**src/rtl/ppt_pkg.sv**
```systemverilog
`default_nettype none

package ppt_pkg;

  localparam int unsigned COORD_WIDTH_DEF   = 32;
  localparam int unsigned ANGLE_WIDTH_DEF   = 16;
  localparam int unsigned CORDIC_STAGES_DEF = 16;

  // cos/sin are Q2.30, carried with headroom for CORDIC growth
  localparam int unsigned TRIG_W    = 34;
  localparam int unsigned TRIG_FRAC = 30;
  localparam int unsigned ATAN_LEN  = 24;

  localparam logic signed [TRIG_W-1:0] INV_GAIN = 34'sd652032874;

  localparam logic [1:0] CMD_ROTATE = 2'd0;
  localparam logic [1:0] CMD_POINT  = 2'd1;
  localparam logic [1:0] CMD_POSE   = 2'd2;

  // atan(2^-i) with a full turn = 2^32
  function automatic logic [31:0] atan_turn(input int unsigned i);
    logic [31:0] r;
    unique case (i)
      0:  r = 32'h20000000;
      1:  r = 32'h12E4051E;
      2:  r = 32'h09FB385B;
      3:  r = 32'h051111D4;
      4:  r = 32'h028B0D43;
      5:  r = 32'h0145D7E1;
      6:  r = 32'h00A2F61E;
      7:  r = 32'h00517C55;
      8:  r = 32'h0028BE53;
      9:  r = 32'h00145F2F;
      10: r = 32'h000A2F98;
      11: r = 32'h000517CC;
      12: r = 32'h00028BE6;
      13: r = 32'h000145F3;
      14: r = 32'h0000A2F9;
      15: r = 32'h0000517C;
      16: r = 32'h000028BE;
      17: r = 32'h0000145F;
      18: r = 32'h00000A2F;
      19: r = 32'h00000517;
      20: r = 32'h0000028B;
      21: r = 32'h00000145;
      22: r = 32'h000000A2;
      23: r = 32'h00000051;
      default: r = 32'h0;
    endcase
    return r;
  endfunction

endpackage

`default_nettype wire

```
**src/rtl/ppt_cordic.sv**
```systemverilog
`default_nettype none

// Quadrant fold, one register per CORDIC micro-rotation, then sign fix.
// A sideband word rides along with each item.
module ppt_cordic import ppt_pkg::*; #(
  parameter int unsigned ANGLE_WIDTH = ANGLE_WIDTH_DEF,
  parameter int unsigned STAGES      = CORDIC_STAGES_DEF,
  parameter int unsigned SB_W        = 1
) (
  input  wire logic                     clk_i,
  input  wire logic                     rst_ni,
  input  wire logic                     valid_i,
  input  wire logic [ANGLE_WIDTH-1:0]   angle_i,
  input  wire logic [SB_W-1:0]          sb_i,
  output logic                          valid_o,
  output logic signed [TRIG_W-1:0]      cos_o,
  output logic signed [TRIG_W-1:0]      sin_o,
  output logic [SB_W-1:0]               sb_o
);

  localparam logic signed [TRIG_W-1:0] QUARTER     = 34'sh0_4000_0000;
  localparam logic signed [TRIG_W-1:0] NEG_QUARTER = -34'sh0_4000_0000;
  localparam logic signed [TRIG_W-1:0] HALF        = 34'sh0_8000_0000;

  logic signed [31:0]       turn;
  logic signed [TRIG_W-1:0] z_in, z_fold;
  logic                     flip;

  logic signed [TRIG_W-1:0] x_q [STAGES+1];
  logic signed [TRIG_W-1:0] y_q [STAGES+1];
  logic signed [TRIG_W-1:0] z_q [STAGES+1];
  logic                     flip_q [STAGES+1];
  logic [SB_W-1:0]          sb_q [STAGES+1];
  logic [STAGES:0]          vld_q;

  logic signed [TRIG_W-1:0] cos_q, sin_q;
  logic [SB_W-1:0]          sb_out_q;
  logic                     vld_out_q;

  assign turn = {angle_i, {(32-ANGLE_WIDTH){1'b0}}};
  assign z_in = TRIG_W'(turn);

  // beyond a quarter turn: rotate by a half turn and negate at the end
  always_comb begin
    z_fold = z_in;
    flip   = 1'b0;
    if (z_in > QUARTER) begin
      z_fold = z_in - HALF;
      flip   = 1'b1;
    end else if (z_in < NEG_QUARTER) begin
      z_fold = z_in + HALF;
      flip   = 1'b1;
    end
  end

  always_ff @(posedge clk_i or negedge rst_ni) begin
    if (!rst_ni) begin
      vld_q     <= '0;
      vld_out_q <= 1'b0;
    end else begin
      vld_q     <= {vld_q[STAGES-1:0], valid_i};
      vld_out_q <= vld_q[STAGES];
    end
  end

  always_ff @(posedge clk_i) begin
    x_q[0]    <= INV_GAIN;
    y_q[0]    <= '0;
    z_q[0]    <= z_fold;
    flip_q[0] <= flip;
    sb_q[0]   <= sb_i;
    for (int unsigned k = 0; k < STAGES; k++) begin
      flip_q[k+1] <= flip_q[k];
      sb_q[k+1]   <= sb_q[k];
    end
  end

  for (genvar i = 0; i < STAGES; i++) begin : g_stage
    localparam logic signed [TRIG_W-1:0] ATAN = TRIG_W'(atan_turn(i));
    always_ff @(posedge clk_i) begin
      if (z_q[i] >= 0) begin
        x_q[i+1] <= x_q[i] - (y_q[i] >>> i);
        y_q[i+1] <= y_q[i] + (x_q[i] >>> i);
        z_q[i+1] <= z_q[i] - ATAN;
      end else begin
        x_q[i+1] <= x_q[i] + (y_q[i] >>> i);
        y_q[i+1] <= y_q[i] - (x_q[i] >>> i);
        z_q[i+1] <= z_q[i] + ATAN;
      end
    end
  end

  always_ff @(posedge clk_i) begin
    cos_q    <= flip_q[STAGES] ? -x_q[STAGES] : x_q[STAGES];
    sin_q    <= flip_q[STAGES] ? -y_q[STAGES] : y_q[STAGES];
    sb_out_q <= sb_q[STAGES];
  end

  assign valid_o = vld_out_q;
  assign cos_o   = cos_q;
  assign sin_o   = sin_q;
  assign sb_o    = sb_out_q;

endmodule

`default_nettype wire

```
**config.mk**
```make
export PLATFORM = sky130hd
export DESIGN_NAME = ppt_cordic
export DESIGN_NICKNAME = d
export VERILOG_FILES = /design/src/rtl/ppt_pkg.sv /design/src/rtl/ppt_cordic.sv
export SDC_FILE = /design/constraint.sdc
export NUM_CORES = 2
export LEC_CHECK = 0
export BUFFER_PORTS_ARGS = -buffer_cell sky130_fd_sc_hd__clkbuf_2
export CAP_MARGIN = 20
export CORE_MARGIN = 3
export CORE_UTILIZATION = 41
export CTS_BUF_LIST = sky130_fd_sc_hd__clkbuf_8
export CTS_CLUSTER_DIAMETER = 80
export DETAILED_ROUTE_END_ITERATION = 7
export GPL_ROUTABILITY_DRIVEN = 0
export PLACE_DENSITY = 0.6
export SKIP_CTS_REPAIR_TIMING = 1
export SLEW_MARGIN = 10
export SYNTH_ARGS = -nofsm -noshare
export SYNTH_HDL_FRONTEND = slang
export SYNTH_SLANG_ARGS = --single-unit
```
**constraint.sdc**
```tcl
create_clock -name clk_i -period 12.7 [get_ports clk_i]
set_clock_uncertainty 0.2 [all_clocks]
set_input_delay 1.905 -clock clk_i [delete_from_list [all_inputs] [get_ports clk_i]]
set_output_delay 1.905 -clock clk_i [all_outputs]
set_load 0.005 [all_outputs]
```
Word level (Yosys, flattened, before mapping) --
Memory sizes are Yosys's and may differ from the RTL's. A register that Yosys moved wholly into a read port is not among the register bits. Index checks and enable logic that the tools add are counted.
Word-level totals: register bits after elaboration 86, bits in writable memories 1768, input bits 20, output and inout bits 70, word-level logic and storage cells 276, memories 5
Cells by class: add/sub/neg operators 99, order comparisons 18, muxes and demuxes 102, bitwise gates (word level) 48
Memory list:
- x_q | words 17, bits a word 34, read ports 17, clocked after memory_dff 0, write ports 17, line ppt_cordic.sv:29 | logic signed [TRIG_W-1:0] x_q [STAGES+1];
- y_q | words 17, bits a word 34, read ports 17, clocked after memory_dff 0, write ports 17, line ppt_cordic.sv:30 | logic signed [TRIG_W-1:0] y_q [STAGES+1];
- z_q | words 17, bits a word 34, read ports 16, clocked after memory_dff 0, write ports 17, line ppt_cordic.sv:31 | logic signed [TRIG_W-1:0] z_q [STAGES+1];
- flip_q | words 17, bits a word 1, read ports 17, clocked after memory_dff 0, write ports 17, line ppt_cordic.sv:32 | logic flip_q [STAGES+1];
- sb_q | words 17, bits a word 1, read ports 17, clocked after memory_dff 1, write ports 17, line ppt_cordic.sv:33 | logic [SB_W-1:0] sb_q [STAGES+1];
Operators with widths (number):
- $mux 34 | 52
- $ge 34x1->1 const B | 16
- $add 34x19->34 | 2
- $add 34x20->34 | 2
- $add 34x21->34 | 2
- $add 34x22->34 | 2
- $add 34x23->34 | 2
- $add 34x24->34 | 2
- $add 34x25->34 | 2
- $add 34x26->34 | 2
- $add 34x27->34 | 2
- $add 34x28->34 | 2
- $add 34x29->34 | 2
- $add 34x30->34 | 2
- $add 34x31->34 | 2
- $add 34x32->34 | 2
- $add 34x33->34 | 2
- $neg 34->34 | 2
- $sub 34x19->34 | 2
- $sub 34x20->34 | 2
- $sub 34x21->34 | 2
- $sub 34x22->34 | 2
- $sub 34x23->34 | 2
- $sub 34x24->34 | 2
- 49 further kinds | 155

Longest topological paths before layout --
An unclocked memory read counts as a cell.
word-level depth 5, mapped depth 23, depth with buffers taken out 22

Least setup slack after synthesis --
Ideal clock, no wire load.
path kind reg2reg, start mem z_q[13][33], end mem z_q[14][30], setup time 0.072 ns, data arrival time 5.028 ns, data required time 12.428 ns, setup slack 7.400 ns, cell stages (with the launch flop) 22, buffers on the path 2, period minus slack after synthesis 5.300 ns, cells stage by stage dfxtp_1 inv_1 ha_1 nor4b_1 nand4_1 nor2_1 nor2_1 inv_1 clkbuf_1 clkbuf_1 ha_1 a21o_1 a21oi_1 o21ai_0 a2111oi_0 nor3b_1 a211oi_1 o31ai_1 a311o_1 a21o_1 a21oi_1 xnor2_1
RTL lines (line):
- start: declaration | ppt_cordic.sv:31

==> flow_metrics.tcl <==
set metrics [dict create \
    synthFlopType "dfxtp_1" \
    cts_tree "built" \
    clk_pin_slew_ns 0.06 \
    yosys-top-cells-count "dfxtp_1 (1549), ha_1 (1387), xnor2_1 (1229)" \
    ys_ff_latch 1567 \
    fmax_ghz 0.153 \
    cp.required_ns 13.40 \
    vias_per_cell 5.43 \
    tightest_slew_ns 1.06 \
    start_kind "flop" \
    first_pass_iters 6 \
    die_area_sq_um 275000 \
    hp-class "reg2reg" \
    nFillCells 26300 \
    cts.sinks 1567 \
    drc 0 \
    rsz0062_at_grt "no" \
    grt_pass1_vias 85800 \
    dp_hpwl_mm 229 \
    criticalPathCategory "reg2reg" \
    yosysMostFrequentCell "dfxtp_1" \
    drive_gt1_share_pct 5.55 \
    layout_min_cycle_time_ns 6.52 \
    cts_buffer_depth 4 \
    syn_area_per_cell_sq_um 8.68 \
    area_growth_pct 9.60 \
    syn-cell-area_sq_um 110000 \
    antenna_found_initial 1 \
    core_sq_um 266000 \
    grt_pass1_wl_mm 456 \
    placed_cells 16200 \
    setup_tns_ns 0 \
    grt-ovfl-total 0 \
    synth_area_leaders "dfxtp_1 (28%), ha_1 (16%), xnor2_1 (9.8%)" \
    routed_wl_mm 284 \
    period_share_pct 51.3 \
    synth_cell_type_count 95 \
    relSlewSlack_pct 28.5 \
    finalNetCount 14400 \
    cp-end-kind "flop" \
    ys_seq_area_share_pct 28.6 \
    grt_max_degree 75 \
    arrival_ns 7.22 \
    drt_iter0_drc 5367 \
    wl_per_cell_microns 17.0 \
    fp-row-count 189 \
    clk-insertion-delay-late_ns 1.01 \
    hold_viol_final 0 \
    cp_max_fo 49 \
    start_util_pct 41.3 \
    synth_cells 12700 \
    cts_buffers 283 \
    via_count 90400 \
    fin_cells 16700 \
    setup_viol 0 \
    yosys.area.top_type_share_pct 28.2 \
    synth_edf_count 0 \
    drtAntennaViolNets 0 \
    cts-root-buf "clkbuf_8" \
    yosysTopAreaCell "dfxtp_1" \
    outcome "completed" \
    die_h_microns 524 \
    regArea_sq_um 31500 \
    ioPinCount 90 \
    io_buffers 89 \
    grt.total_usage_pct 20.0 \
    final-max-slew-violation-count 0 \
    die_w_microns 524 \
    multi_input_area_sq_um 76100 \
    yosysWarnings 0 \
    synth_nets 14100 \
    cts_max_level 5 \
    synthArstFlopShare_pct 1.15 \
    cap_violations 0 \
]
per-layer routing:
layer  track usage (%)  up-vias  wire length, microns
met5                 0        -                     0
li1                  -    46500                     -
met4              7.12        0                  9910
met3              2.37      533                 11800
met2              34.5     1818                132000
met1              25.7    41600                130000
cells by family after synthesis:
group	Yosys count	share of synthesized area [%]
flip-flops	1567	28.6
XOR/XNOR	1881	15.0
AO/OA/AOI/OAI	3860	22.7
adder cells (fa/ha/maj)	1428	16.5
multiplexers	58	0.552
AND/OR/NAND/NOR	3217	14.4
buffers and inverters	667	2.28
path summary, 6_finish.rpt:
kind / startpoint / to / slack (ns) / cells past startpoint
worst max-delay path: z_q[8][33] / z_q[9][30] / 6.18 / 21
worst min-delay path: flip_q[0][2] / flip_q[0][3] / 0.12 / 0
worst max register to register: z_q[8][33] / z_q[9][30] / 6.18 / 21
worst min register to register: flip_q[0][2] / flip_q[0][3] / 0.12 / 0
max in group asynchronous: rst_ni / vld_q[6] / 11.30 / 1
min in group asynchronous: rst_ni / vld_q[2] / 0.64 / 1
flip-flops by register name, indices dropped and copies added, names as in the netlist:
| register | flops |
|---|---|
| cos_o | 34 |
| sin_o | 34 |
| sb_o | 1 |
| y_q | 510 |
| sb_q | 17 |
| flip_q | 17 |
| x_q | 484 |
| z_q | 452 |
| vld_q | 17 |
| valid_o | 1 |
metrics by stage:
stage	cell area, sq um	util [%]	hold slack [ns]	worst slack (ns)
after global placement	115000	43.0	0.110	6.23
after floorplan	110000	-	0.110	7.40
after CTS	121000	45.3	0.124	6.14
after global routing	121000	45.3	0.129	5.60
after detailed placement	115000	43.0	0.112	6.18
final	121000	45.3	0.121	6.18
placed cells by master, fill, tap and decap left out, drive strengths merged, types with 42 or more instances in the layout:
cell type     n
mux2i        47
dfxtp      1549
nor2        872
nor3        234
o21ai       771
and3        105
nand2       767
xnor2      1229
nand2b      216
or3         131
clkinv       42
o31ai       234
o21a        222
and2         52
nor4        117
a21oi      1107
a21o        624
nand3       212
a211oi      106
o21bai      163
a31oi        97
a21boi       53
nand4       103
or4          93
xor2        651
nor2b       163
or2          59
o41ai       108
clkbuf      436
ha         1387
inv         567
area by class of cell:
| cell class | instances | share of cell area [%] |
|---|---|---|
| clock inverters | 148 | 1.04 |
| clock buffers | 347 | 3.96 |
| diodes | 3 | 0.00623 |
| inverters | 495 | 1.54 |
| multi-input cells | 10400 | 63.1 |
| flip-flops and latches | 1567 | 26.1 |
| repair buffers | 123 | 0.581 |
| well taps | 3533 | 3.67 |
worst max-delay path, stage by stage (launching register included):
cell and delay (ns):
dfxtp_1 0.32, inv_1 0.09, ha_1 0.19, nor4b_1 0.16
nand4_1 0.10, nor2_1 0.08, nor2_4 0.07, buf_4 0.47
clkinv_1 0.95, buf_4 0.55, ha_1 0.31, a21o_1 0.18
a21oi_1 0.25, o21ai_0 0.15, a2111oi_0 0.61, nor3b_1 0.20
a211oi_1 0.37, o31ai_1 0.19, a311o_1 0.42, a21o_1 0.19
a21oi_1 0.17, xnor2_1 0.13
Power is not shown: default switching activity piles up to over one toggle a cycle in this logic, so the estimate is an artifact.
